[config.mk]
export PLATFORM = sky130hd
export DESIGN_NAME = quota_and_rate_admission_monitor
export DESIGN_NICKNAME = d
export VERILOG_FILES = /design/src/hw/rtl/qram_pkg.sv /design/src/hw/rtl/qram_cfg.sv /design/src/hw/rtl/qram_state.sv /design/src/hw/rtl/qram_health.sv /design/src/hw/rtl/quota_and_rate_admission_monitor.sv
export SDC_FILE = /design/constraint.sdc
export NUM_CORES = 2
export LEC_CHECK = 0
export BUFFER_PORTS_ARGS = -buffer_cell sky130_fd_sc_hd__buf_2
export CAP_MARGIN = 25
export CORE_ASPECT_RATIO = 1.1
export CORE_MARGIN = 5
export CORE_UTILIZATION = 63
export DETAILED_ROUTE_END_ITERATION = 7
export PLACE_DENSITY = 0.82
export REMOVE_ABC_BUFFERS = 1
export SKIP_LAST_GASP = 1
export SLEW_MARGIN = 20
export SYNTH_ARGS = -nofsm -noshare
export SYNTH_HDL_FRONTEND = slang
export SYNTH_HIERARCHICAL = 1
export SYNTH_SLANG_ARGS = --single-unit
[constraint.sdc]
create_clock -name clk_i -period 15.2 [get_ports clk_i]
set_input_delay 1.52 -clock clk_i [delete_from_list [all_inputs] [get_ports clk_i]]
set_output_delay 1.52 -clock clk_i [all_outputs]
set_load 0.02 [all_outputs]
[src/hw/rtl/qram_pkg.sv]
// Shared types, codes and constants of the quota and rate admission monitor.
// No dependencies.
package qram_pkg;

  localparam int unsigned CmdW     = 3;
  localparam int unsigned AddrW    = 4;
  localparam int unsigned InDataW  = 128;
  localparam int unsigned OutDataW = 416;

  typedef enum logic [CmdW-1:0] {
    CMD_ALLOC     = 3'd0,
    CMD_FREE      = 3'd1,
    CMD_ADMIT     = 3'd2,
    CMD_RECORD    = 3'd3,
    CMD_TICK      = 3'd4,
    CMD_CLR_STATS = 3'd5,
    CMD_BUF_UPD   = 3'd6
  } cmd_e;

  // register indexes, byte address = 4 * index
  localparam logic [1:0] REG_MEM_LIMIT_MB  = 2'd0;
  localparam logic [1:0] REG_RATE_LIMIT    = 2'd1;
  localparam logic [1:0] REG_MEM_LIMIT_ON  = 2'd2;
  localparam logic [1:0] REG_RATE_LIMIT_ON = 2'd3;

  localparam logic [11:0] MemLimitMbRst = 12'd100;
  localparam logic [19:0] RateLimitRst  = 20'd10000;

  typedef struct packed {
    logic [11:0] mem_limit_mb;
    logic [19:0] rate_limit;
    logic        mem_limit_on;
    logic        rate_limit_on;
  } cfg_t;

  typedef struct packed {
    cmd_e        command;
    logic [31:0] amount;
    logic [31:0] proc_time;
    logic [31:0] buf_size;
    logic [31:0] buf_used;
  } item_t;

  typedef struct packed {
    logic [31:0] bytes_held;
    logic [31:0] bytes_peak;
    logic [19:0] msgs_in_window;
    logic [63:0] processed_count;
    logic [63:0] dropped_count;
    logic [63:0] byte_sum;
    logic [63:0] time_sum;
    logic [31:0] time_min;
    logic [31:0] time_max;
    logic [31:0] buffer_capacity;
    logic [31:0] buffer_level;
  } stats_t;

endpackage

[src/hw/rtl/qram_cfg.sv]
// Configuration registers of the admission monitor behind an APB-style port.
// Depends on qram_pkg.
module qram_cfg (
  input  logic                        clk_i,
  input  logic                        rst_ni,
  input  logic                        psel,
  input  logic                        penable,
  input  logic                        pwrite,
  input  logic [qram_pkg::AddrW-1:0]  paddr,
  input  logic [31:0]                 pwdata,
  output logic [31:0]                 prdata,
  output qram_pkg::cfg_t              cfg_o
);
  import qram_pkg::*;

  cfg_t       cfg_q;
  logic       wr_en;
  logic [1:0] reg_idx;

  assign wr_en   = psel & penable & pwrite;
  assign reg_idx = paddr[AddrW-1:2];

  always_ff @(posedge clk_i or negedge rst_ni) begin
    if (!rst_ni) begin
      cfg_q.mem_limit_mb  <= MemLimitMbRst;
      cfg_q.rate_limit    <= RateLimitRst;
      cfg_q.mem_limit_on  <= 1'b1;
      cfg_q.rate_limit_on <= 1'b1;
    end else if (wr_en) begin
      case (reg_idx)
        REG_MEM_LIMIT_MB:  cfg_q.mem_limit_mb  <= pwdata[11:0];
        REG_RATE_LIMIT:    cfg_q.rate_limit    <= pwdata[19:0];
        REG_MEM_LIMIT_ON:  cfg_q.mem_limit_on  <= pwdata[0];
        REG_RATE_LIMIT_ON: cfg_q.rate_limit_on <= pwdata[0];
        default: ;
      endcase
    end
  end

  always_comb begin
    case (reg_idx)
      REG_MEM_LIMIT_MB:  prdata = {20'd0, cfg_q.mem_limit_mb};
      REG_RATE_LIMIT:    prdata = {12'd0, cfg_q.rate_limit};
      REG_MEM_LIMIT_ON:  prdata = {31'd0, cfg_q.mem_limit_on};
      REG_RATE_LIMIT_ON: prdata = {31'd0, cfg_q.rate_limit_on};
      default:           prdata = 32'd0;
    endcase
  end

  assign cfg_o = cfg_q;

endmodule

[src/hw/rtl/qram_state.sv]
// Counter and statistics state of the admission monitor, updated by one word a cycle while en_i is high.
// Depends on qram_pkg.
module qram_state (
  input  logic            clk_i,
  input  logic            rst_ni,
  input  logic            en_i,
  input  qram_pkg::item_t item_i,
  input  qram_pkg::cfg_t  cfg_i,
  output qram_pkg::stats_t st_o,
  output logic            acc_o
);
  import qram_pkg::*;

  // everything clears except min time, which starts at all ones
  localparam stats_t StatsRst = '{time_min: 32'hFFFF_FFFF, default: '0};

  stats_t      st_q, st_d;
  logic        acc_q, acc_d;
  logic [32:0] alloc_sum;
  logic [31:0] limit_bytes;
  logic [31:0] held_new;

  assign limit_bytes = {cfg_i.mem_limit_mb, 20'd0};
  assign alloc_sum   = {1'b0, st_q.bytes_held} + {1'b0, item_i.amount};
  assign held_new    = alloc_sum[32] ? 32'hFFFF_FFFF : alloc_sum[31:0];

  always_comb begin
    st_d  = st_q;
    acc_d = 1'b1;
    case (item_i.command)
      CMD_ALLOC: begin
        if (cfg_i.mem_limit_on && (alloc_sum > {1'b0, limit_bytes})) begin
          acc_d = 1'b0;
        end else begin
          st_d.bytes_held = held_new;
          if (held_new > st_q.bytes_peak) st_d.bytes_peak = held_new;
        end
      end
      CMD_FREE: begin
        // floor at zero
        st_d.bytes_held = (st_q.bytes_held >= item_i.amount) ?
                          st_q.bytes_held - item_i.amount : 32'd0;
      end
      CMD_ADMIT: begin
        if (cfg_i.rate_limit_on && (st_q.msgs_in_window >= cfg_i.rate_limit)) begin
          acc_d              = 1'b0;
          st_d.dropped_count = st_q.dropped_count + 64'd1;
        end
      end
      CMD_RECORD: begin
        if (st_q.msgs_in_window != 20'hF_FFFF)
          st_d.msgs_in_window = st_q.msgs_in_window + 20'd1;
        st_d.processed_count = st_q.processed_count + 64'd1;
        st_d.byte_sum        = st_q.byte_sum + {32'd0, item_i.amount};
        st_d.time_sum        = st_q.time_sum + {32'd0, item_i.proc_time};
        if (item_i.proc_time < st_q.time_min) st_d.time_min = item_i.proc_time;
        if (item_i.proc_time > st_q.time_max) st_d.time_max = item_i.proc_time;
      end
      CMD_TICK: begin
        st_d.msgs_in_window = 20'd0;
      end
      CMD_CLR_STATS: begin
        st_d.processed_count = 64'd0;
        st_d.dropped_count   = 64'd0;
        st_d.byte_sum        = 64'd0;
        st_d.time_sum        = 64'd0;
        st_d.time_min        = 32'hFFFF_FFFF;
        st_d.time_max        = 32'd0;
        st_d.bytes_peak      = st_q.bytes_held;
      end
      CMD_BUF_UPD: begin
        st_d.buffer_capacity = item_i.buf_size;
        st_d.buffer_level    = item_i.buf_used;
      end
      default: ;
    endcase
  end

  always_ff @(posedge clk_i or negedge rst_ni) begin
    if (!rst_ni) begin
      st_q  <= StatsRst;
      acc_q <= 1'b1;
    end else if (en_i) begin
      st_q  <= st_d;
      acc_q <= acc_d;
    end
  end

  assign st_o  = st_q;
  assign acc_o = acc_q;

endmodule

[src/hw/rtl/qram_health.sv]
// Health flags of the admission monitor: exact 75/90 percent and 1/5 percent tests.
// Depends on qram_pkg.
module qram_health (
  input  qram_pkg::stats_t st_i,
  input  qram_pkg::cfg_t   cfg_i,
  output logic [7:0]       flags_o
);
  import qram_pkg::*;

  // bit 0 warn, bit 1 crit; used*100 against limit*90 and limit*75
  function automatic logic [1:0] level_code(input logic [31:0] used,
                                            input logic [31:0] limit);
    logic [38:0] u100;
    logic [38:0] l90;
    logic [38:0] l75;
    logic [1:0]  code;
    u100 = {7'd0, used}  * 39'd100;
    l90  = {7'd0, limit} * 39'd90;
    l75  = {7'd0, limit} * 39'd75;
    if (u100 > l90)      code = 2'b10;
    else if (u100 > l75) code = 2'b01;
    else                 code = 2'b00;
    return code;
  endfunction

  logic [64:0] total;
  logic [71:0] drop100;
  logic [71:0] total5;
  logic [71:0] total_w;
  logic [1:0]  mem_code, rate_code, buf_code, drop_code;

  assign total   = {1'b0, st_i.processed_count} + {1'b0, st_i.dropped_count};
  assign drop100 = {8'd0, st_i.dropped_count} * 72'd100;
  assign total5  = {7'd0, total} * 72'd5;
  assign total_w = {7'd0, total};

  always_comb begin
    mem_code  = cfg_i.mem_limit_on ?
                level_code(st_i.bytes_held, {cfg_i.mem_limit_mb, 20'd0}) : 2'b00;
    rate_code = cfg_i.rate_limit_on ?
                level_code({12'd0, st_i.msgs_in_window}, {12'd0, cfg_i.rate_limit}) : 2'b00;
    buf_code  = (st_i.buffer_capacity != 32'd0) ?
                level_code(st_i.buffer_level, st_i.buffer_capacity) : 2'b00;
    drop_code = 2'b00;
    if (total != 65'd0) begin
      if (drop100 > total5)       drop_code = 2'b10;
      else if (drop100 > total_w) drop_code = 2'b01;
    end
  end

  assign flags_o = {drop_code, buf_code, rate_code, mem_code};

endmodule

[src/hw/rtl/quota_and_rate_admission_monitor.sv]
// Quota and rate admission monitor: one event word in, one result word out.
// An accepted event word is held in the input register, applied to the state, then registered as its result.
// Throughput: one word per cycle while the result stream does not stall the result register.
// Reset: counters and sums clear, min time goes to all ones, registers take their defaults.
// Depends on qram_pkg, qram_cfg, qram_state and qram_health.
module quota_and_rate_admission_monitor (
  input  logic                           clk_i,
  input  logic                           rst_ni,
  // APB-style configuration port
  input  logic                           psel,
  input  logic                           penable,
  input  logic                           pwrite,
  input  logic [qram_pkg::AddrW-1:0]     paddr,
  input  logic [31:0]                    pwdata,
  output logic [31:0]                    prdata,
  output logic                           pready,
  // event stream
  input  logic                           s_axis_tvalid,
  output logic                           s_axis_tready,
  // amount[31:0], proc_time[63:32], buf_size[95:64], buf_used[127:96]
  input  logic [qram_pkg::InDataW-1:0]   s_axis_tdata,
  // command[2:0]
  input  logic [qram_pkg::CmdW-1:0]      s_axis_tuser,
  // result stream
  output logic                           m_axis_tvalid,
  input  logic                           m_axis_tready,
  // mem_in_use[31:0], mem_peak[63:32], window_count[83:64],
  // total_processed[147:84], total_dropped[211:148], total_bytes[275:212],
  // total_time[339:276], min_time[371:340], max_time[403:372],
  // health_flags[411:404], healthy[412], zero fill[415:413]
  output logic [qram_pkg::OutDataW-1:0]  m_axis_tdata,
  // accepted[0]
  output logic                           m_axis_tuser
);
  import qram_pkg::*;

  cfg_t        cfg;
  stats_t      st;
  logic        acc;
  logic [7:0]  flags;

  item_t       item_q;
  logic        item_v_q;
  logic        pend_q;     // state holds an update whose result is not yet out
  logic        out_v_q;
  logic [OutDataW-1:0] out_data_q, out_data_d;
  logic        out_acc_q;

  logic        s_acc, mv_state, mv_out, out_free;
  logic [31:0] min_time;

  assign pready = 1'b1;

  qram_cfg u_cfg (
    .clk_i   (clk_i),
    .rst_ni  (rst_ni),
    .psel    (psel),
    .penable (penable),
    .pwrite  (pwrite),
    .paddr   (paddr),
    .pwdata  (pwdata),
    .prdata  (prdata),
    .cfg_o   (cfg)
  );

  // pipeline moves: input register -> state -> result register
  assign out_free      = !out_v_q || m_axis_tready;
  assign mv_out        = pend_q && out_free;
  assign mv_state      = item_v_q && (!pend_q || mv_out);
  assign s_axis_tready = !item_v_q || mv_state;
  assign s_acc         = s_axis_tvalid && s_axis_tready;

  qram_state u_state (
    .clk_i  (clk_i),
    .rst_ni (rst_ni),
    .en_i   (mv_state),
    .item_i (item_q),
    .cfg_i  (cfg),
    .st_o   (st),
    .acc_o  (acc)
  );

  qram_health u_health (
    .st_i    (st),
    .cfg_i   (cfg),
    .flags_o (flags)
  );

  // min time reads zero until something has been recorded
  assign min_time = ((st.time_min == 32'hFFFF_FFFF) && (st.time_max != 32'hFFFF_FFFF)) ?
                    32'd0 : st.time_min;

  assign out_data_d = {3'd0, ((flags & 8'hAA) == 8'h00), flags,
                       st.time_max, min_time, st.time_sum, st.byte_sum,
                       st.dropped_count, st.processed_count, st.msgs_in_window,
                       st.bytes_peak, st.bytes_held};

  always_ff @(posedge clk_i or negedge rst_ni) begin
    if (!rst_ni) begin
      item_v_q <= 1'b0;
      pend_q   <= 1'b0;
      out_v_q  <= 1'b0;
    end else begin
      if (s_acc)         item_v_q <= 1'b1;
      else if (mv_state) item_v_q <= 1'b0;
      if (mv_state)      pend_q <= 1'b1;
      else if (mv_out)   pend_q <= 1'b0;
      if (mv_out)             out_v_q <= 1'b1;
      else if (m_axis_tready) out_v_q <= 1'b0;
    end
  end

  always_ff @(posedge clk_i) begin
    if (s_acc) begin
      item_q.command   <= cmd_e'(s_axis_tuser);
      item_q.amount    <= s_axis_tdata[31:0];
      item_q.proc_time <= s_axis_tdata[63:32];
      item_q.buf_size  <= s_axis_tdata[95:64];
      item_q.buf_used  <= s_axis_tdata[127:96];
    end
    if (mv_out) begin
      out_data_q <= out_data_d;
      out_acc_q  <= acc;
    end
  end

  assign m_axis_tvalid = out_v_q;
  assign m_axis_tdata  = out_data_q;
  assign m_axis_tuser  = out_acc_q;

endmodule

-- Word level (Yosys, flattened, before mapping)
Cells that the tools add are included.
- register bits after elaboration: 1051
- output and inout port bits: 452
- logic and storage cells: 165
- memories kept: 0
- memory bits (read-only): 0
- bits in latches: 0
- bits of input ports: 174
- bits in writable memories: 0
- bitwise operators: 6
- reductions and logical operators: 41
- equality and inequality tests: 18
- div/mod/pow operators: 0
- $lt $le $gt $ge: 14
- $add $sub $neg: 8
- shifts and indexed selects: 0
- multipliers: 11
- muxes and demuxes: 36
- operators with widths (cell ; number):
    one-hot mux 192 bit (2 select lines) ; 1
    one-hot mux 64 bit (2 select lines) ; 2
    2-to-1 mux 32 bit ; 5
    greater-than comparator 39 bit ; 4
    adder 64 x 1 -> 64 bit (second input constant) ; 2
    adder 64 x 32 -> 64 bit ; 2
    2-to-1 mux 64 bit ; 2
    one-hot mux 32 bit (2 select lines) ; 2
    one-hot mux 32 bit (4 select lines) ; 1
    multiplier 32 x 5 -> 37 bit (second input constant) ; 2
    greater-than comparator 71 x 65 -> 1 bit ; 1
    greater-than comparator 71 x 68 -> 1 bit ; 1
    multiplier 64 x 5 -> 69 bit (second input constant) ; 1
    multiplier 65 x 3 -> 68 bit (second input constant) ; 1
    adder 64 x 64 -> 65 bit ; 1
    nonzero test 65 bit ; 1
    greater-than comparator 32 bit ; 2
    greater-than comparator 27 bit ; 2
    one-hot mux 20 bit (2 select lines) ; 1
    multiplier 32 x 7 -> 39 bit (second input constant) ; 1
    multiplier 32 x 6 -> 38 bit (second input constant) ; 1
    adder 32 x 32 -> 33 bit ; 1
    greater-than comparator 33 x 32 -> 1 bit ; 1
    equality test 32 bit (second input constant) ; 1
    37 further kinds ; 95

-- Logic depth before layout (Yosys ltp)
- word-level depth: 8
- depth in mapped cells: 43
- depth with buffers taken out: 43

-- By module
The synthesis kept the hierarchy.
- by module, submodules not included (module ; times used ; area an instance (µm²) ; cells each ; sequential area each (µm²)):
    qram_health ; 1 ; 44513.9 ; 5643 ; 0.0
    qram_state ; 1 ; 31589.0 ; 3500 ; 11777.5
    quota_and_rate_admission_monitor ; 1 ; 16928.7 ; 621 ; 16440.8
    qram_cfg ; 1 ; 1695.4 ; 126 ; 863.3

-- Least setup slack after synthesis
No wires, ideal clock.
- kind: input-to-reg
- start point: input port m_axis_tready
- end point: register out_data_q[0] (netlist: m_axis_tdata[0]) (enable)
- library setup time: 0.829 ns
- arrival time: 10.956 ns
- setup slack: 3.415 ns
- required time: 14.371 ns
- cell stages on the path: 2
- buffers on the path: 0
- path through: nand2b_1 and2_1
- cells in the longest elaborated chain, start to end: 2
- RTL lines (element ; line ; source):
    from (decl) ; quota_and_rate_admission_monitor.sv:26 ; input logic m_axis_tready,
    logical OR 1 bit ; quota_and_rate_admission_monitor.sv:67 ; assign out_free = !out_v_q || m_axis_tready;
    logical AND 1 bit ; quota_and_rate_admission_monitor.sv:68 ; assign mv_out = pend_q && out_free;
    named net mv_out ; quota_and_rate_admission_monitor.sv:49 ; logic s_acc, mv_state, mv_out, out_free;
    to (signal assigned) ; quota_and_rate_admission_monitor.sv:122 ; out_data_q <= out_data_d;
    to (decl) ; quota_and_rate_admission_monitor.sv:46 ; logic [OutDataW-1:0] out_data_q, out_data_d;
The timed path passes the listed nets, and every way through them passes these cells.
A chain may end at the register's enable or synchronous reset.

-- Worst setup path after layout
- start point: register u_state.st_q, in the netlist u_state/st_o[258]
- end point: register out_data_q[412] (netlist: m_axis_tdata[412]), data pin
- cells in the longest elaborated chain, start to end: 6
- elaborated cells on any way between the ends: 8
- classes of those cells: add/sub: 1; mul: 2; order compare: 1; mux: 2; reduce/logical: 2
- RTL lines (element ; line ; source):
    from (decl) ; qram_state.sv:17 ; stats_t st_q, st_d;
    from (signal assigned) ; qram_state.sv:81 ; st_q <= StatsRst;
    from (signal assigned) ; qram_state.sv:84 ; st_q <= st_d;
    adder 64 x 64 -> 65 bit ; qram_health.sv:32 ; assign total = {1'b0, st_i.processed_count} + {1'b0, st_i.dropped_count};
    multiplier 65 x 3 -> 68 bit ; qram_health.sv:34 ; assign total5 = {7'd0, total} * 72'd5;
    greater-than comparator 71 x 68 -> 1 bit ; qram_health.sv:46 ; if (drop100 > total5) drop_code = 2'b10;
    2-to-1 mux 2 bit ; qram_health.sv:46 ;
    2-to-1 mux 2 bit * ; qram_health.sv:45 ; if (total != 65'd0) begin
    named net flags[7] ; quota_and_rate_admission_monitor.sv:40 ; logic [7:0] flags;
    logical NOT 8 bit * ; quota_and_rate_admission_monitor.sv:93 ; assign out_data_d = {3'd0, ((flags & 8'hAA) == 8'h00), flags,
    named net out_data_d[412] ; quota_and_rate_admission_monitor.sv:46 ;
Mark *: on every way through the listed nets, which the timed path passes. The rest lies on a longest branch.

==> results_dict.tcl <==
set metrics [dict create \
    outcome "finished clean" \
    cts_made_buffers 110 \
    crit_path_start_kind "flip-flop" \
    antenna_found_initial 14 \
    design.die.area_mm2 0.1582 \
    grt_pass1_vias 78380 \
    hold_viol 0 \
    grt_util_all_layers 0.3384 \
    seq_area_frac_synth 0.3070 \
    totalWireLength_um 274300 \
    dieHeight_um 416.7 \
    drc 0 \
    cts_tree "yes" \
    slowest_delay_ps 630 \
    fmax_mhz 99.41 \
    min_period_over_period 0.6618 \
    crit_path_end_kind "flip-flop" \
    cts.repair.resized 0 \
    synth_ff_type "edfxtp_1" \
    hold_depth 0 \
    vias_per_cell 6.143 \
    setup_tns_ps 0 \
    cts-root-buf "clkbuf_16" \
    drv_cap 0 \
    grt_max_degree 158 \
    path_class "flip-flop to flip-flop" \
    ant_nets 0 \
    yosys_warnings 6 \
    cp.required_ps 15760 \
    io_buffers 595 \
    pin_count 626 \
    cts_setup_buffers 0 \
    place_congestion 1.010 \
    syn2layout_area_growth_pct 9.546 \
    slew_viol_final 0 \
    std_cell_rows 149 \
    die_w_um 379.7 \
    dpl.hpwl_um 214400 \
    cts_buffer_depth 3 \
    via_count 76880 \
    firstDrtPassIters 6 \
    fin_skew_ps 57.86 \
    r2r_cells 37 \
    finish.net_count 12460 \
    drt_iter0_drc 5866 \
    drive_gt1_frac 0.1076 \
    synth.cell_area_mm2 0.09473 \
    initial_core_util 0.6328 \
    grt_pass1_wl_um 425900 \
    cts.sinks 1051 \
    setup_viol 0 \
    synth-edff-count 545 \
    synthArstFlopShare 0.4814 \
    grt_overflow 0 \
    max_slew_margin 0.2713 \
    critPathArrivalTime_ps 10620 \
    fin_crit_ps 10060 \
    yosysUniqueCellTypes 115 \
    num-fill-cells 11360 \
    syn_avg_cell_area_um2 9.578 \
    synthCells 9890 \
    worst_pin_slew_ps 1079 \
    worst_path_max_delay_cell "a31oi_1" \
    ys_ff_latch 1051 \
    cts.clk_slew.worst_paths_ps 70 \
    path_max_fanout 11 \
    htree_num_levels 3 \
    clk_latency_ps 780 \
    ctsHoldBuffers 0 \
    worstHoldPathType "flip-flop to flip-flop" \
    wl_per_cell_um 21.92 \
    design.core.area_mm2 0.1497 \
    crit_top_cell "a21oi_1" \
    rsz0062_at_grt "no" \
]
[path summary, 6_finish.rpt]
check | slack, ps | to | start
setup / recovery | 5140 | m_axis_tdata[412]$_DFFE_PP_ | u_state/st_o[258]$_DFFE_PN0P_
hold / removal | 460 | m_axis_tdata[38]$_DFFE_PP_ | u_state/st_o[410]$_DFFE_PN0P_
setup reg to reg | 5140 | m_axis_tdata[412]$_DFFE_PP_ | u_state/st_o[258]$_DFFE_PN0P_
hold reg to reg | 460 | m_axis_tdata[38]$_DFFE_PP_ | u_state/st_o[410]$_DFFE_PN0P_
max in group asynchronous | 11600 | u_state/st_o[279]$_DFFE_PN0P_ | rst_ni
min in group asynchronous | 740 | u_state/st_o[198]$_DFFE_PN0P_ | rst_ni
[cells in the final DEF (no fill, tap or decap), drive strengths merged, types with 48 or more instances in the layout]
cell	instances
mux2	141
a211oi	59
nand2b	126
o21a	86
o21bai	92
or3	71
edfxtp	545
nor3	122
inv	1578
buf	652
a31oi	68
and3	119
or4	48
a21o	349
nand2	489
nand4	185
mux2i	95
a21oi	594
nor2	501
clkbuf	133
xor2	267
o21ai	416
nor2b	107
xnor2	346
nor4	59
fa	345
ha	1498
dfrtp	463
and2	102
nand3	224
o211ai	74
[per-stage QoR]
step                      utilization  hold slack (ps)  instance area (µm²)  setup slack, ps  instances
final                          0.6932            464.6               103800             5140      12520
after global routing           0.6931            465.8               103800             4428      12510
after CTS                      0.6926            460.6               103700             5230      12500
after detailed placement       0.6665            442.0                99780             5248      12290
after global placement         0.6664            439.8                99760             5397      12290
after floorplan                     -            424.9                93790             1923       9682
[per-layer routing]
layer / global-route usage / vias up / part of all wire
li1: - / 35670 / -
met1: 0.4048 / 37320 / 0.38
met2: 0.5661 / 3014 / 0.47
met3: 0.04798 / 873 / 0.065
met4: 0.2373 / 4 / 0.082
met5: 0 / - / 0.000073
[Yosys cell counts (all sizes together), types with 48 or more instances]
| cell | n | area, µm² |
|---|---|---|
| dfrtp | 463 | 11590 |
| ha | 1498 | 18740 |
| edfxtp | 545 | 16370 |
| a21o | 349 | 2620 |
| nor2b | 107 | 669.4 |
| nand3 | 224 | 1134 |
| nand2 | 489 | 1838 |
| xor2 | 267 | 2338 |
| nor4 | 59 | 375.4 |
| mux2 | 141 | 1588 |
| o21a | 86 | 646.9 |
| nand2b | 126 | 788.3 |
| o21bai | 92 | 690.7 |
| buf | 51 | 341.6 |
| o21ai | 416 | 2086 |
| a211oi | 59 | 470.5 |
| mux2i | 95 | 950.9 |
| and3 | 119 | 744.5 |
| clkbuf | 170 | 641.9 |
| and2 | 102 | 668.1 |
| xnor2 | 346 | 3064 |
| inv | 1570 | 5893 |
| nor2 | 501 | 1883 |
| nor3 | 122 | 621.9 |
| or3 | 71 | 444.2 |
| a31oi | 68 | 431.7 |
| a21oi | 594 | 2977 |
| or4 | 48 | 360.4 |
| nand4 | 185 | 1157 |
| o211ai | 74 | 570.6 |
| fa | 345 | 6907 |
[worst max-delay path, delay by kind of cell, from the launching register on]
family | cells | cell delay [ps]
flip-flops | 1 | 570
adder cells (fa/ha/maj) | 4 | 1420
AND/OR/NAND/NOR | 8 | 1840
AO/OA/AOI/OAI | 24 | 5840
XOR/XNOR | 1 | 180
[flip-flops by register name, summed over array words and instances, names as in the netlist]
register and count:
m_axis_tdata 413, m_axis_tvalid 1, u_state/acc_o 1, item_q 131
u_state/st_o 468, u_cfg/cfg_o 34, item_v_q 1, m_axis_tuser 1
pend_q 1
[cells by family after synthesis]
logic type               Yosys count  share of synthesized area
other                              3                  0.0001189
buffers and inverters           1793                    0.07267
AO/OA/AOI/OAI                   2068                     0.1413
flip-flops                      1051                     0.3070
AND/OR/NAND/NOR                 2274                     0.1232
multiplexers                     237                    0.02704
XOR/XNOR                         613                    0.05703
adder cells (fa/ha/maj)         1851                     0.2716
[layout make-up]
cell class	count	area [µm²]	share of cell area
clock buffers	133	2899	0.02794
repair buffers	652	3481	0.03354
multi-input cells	7059	58940	0.5679
flip-flops and latches	1051	29080	0.2803
diodes	8	20.02	0.0001929
clock inverters	77	996.0	0.009598
well taps	1963	2456	0.02367
inverters	1572	5901	0.05686
Power is not shown: default switching activity piles up to over one toggle a cycle in this logic, so the estimate is an artifact.
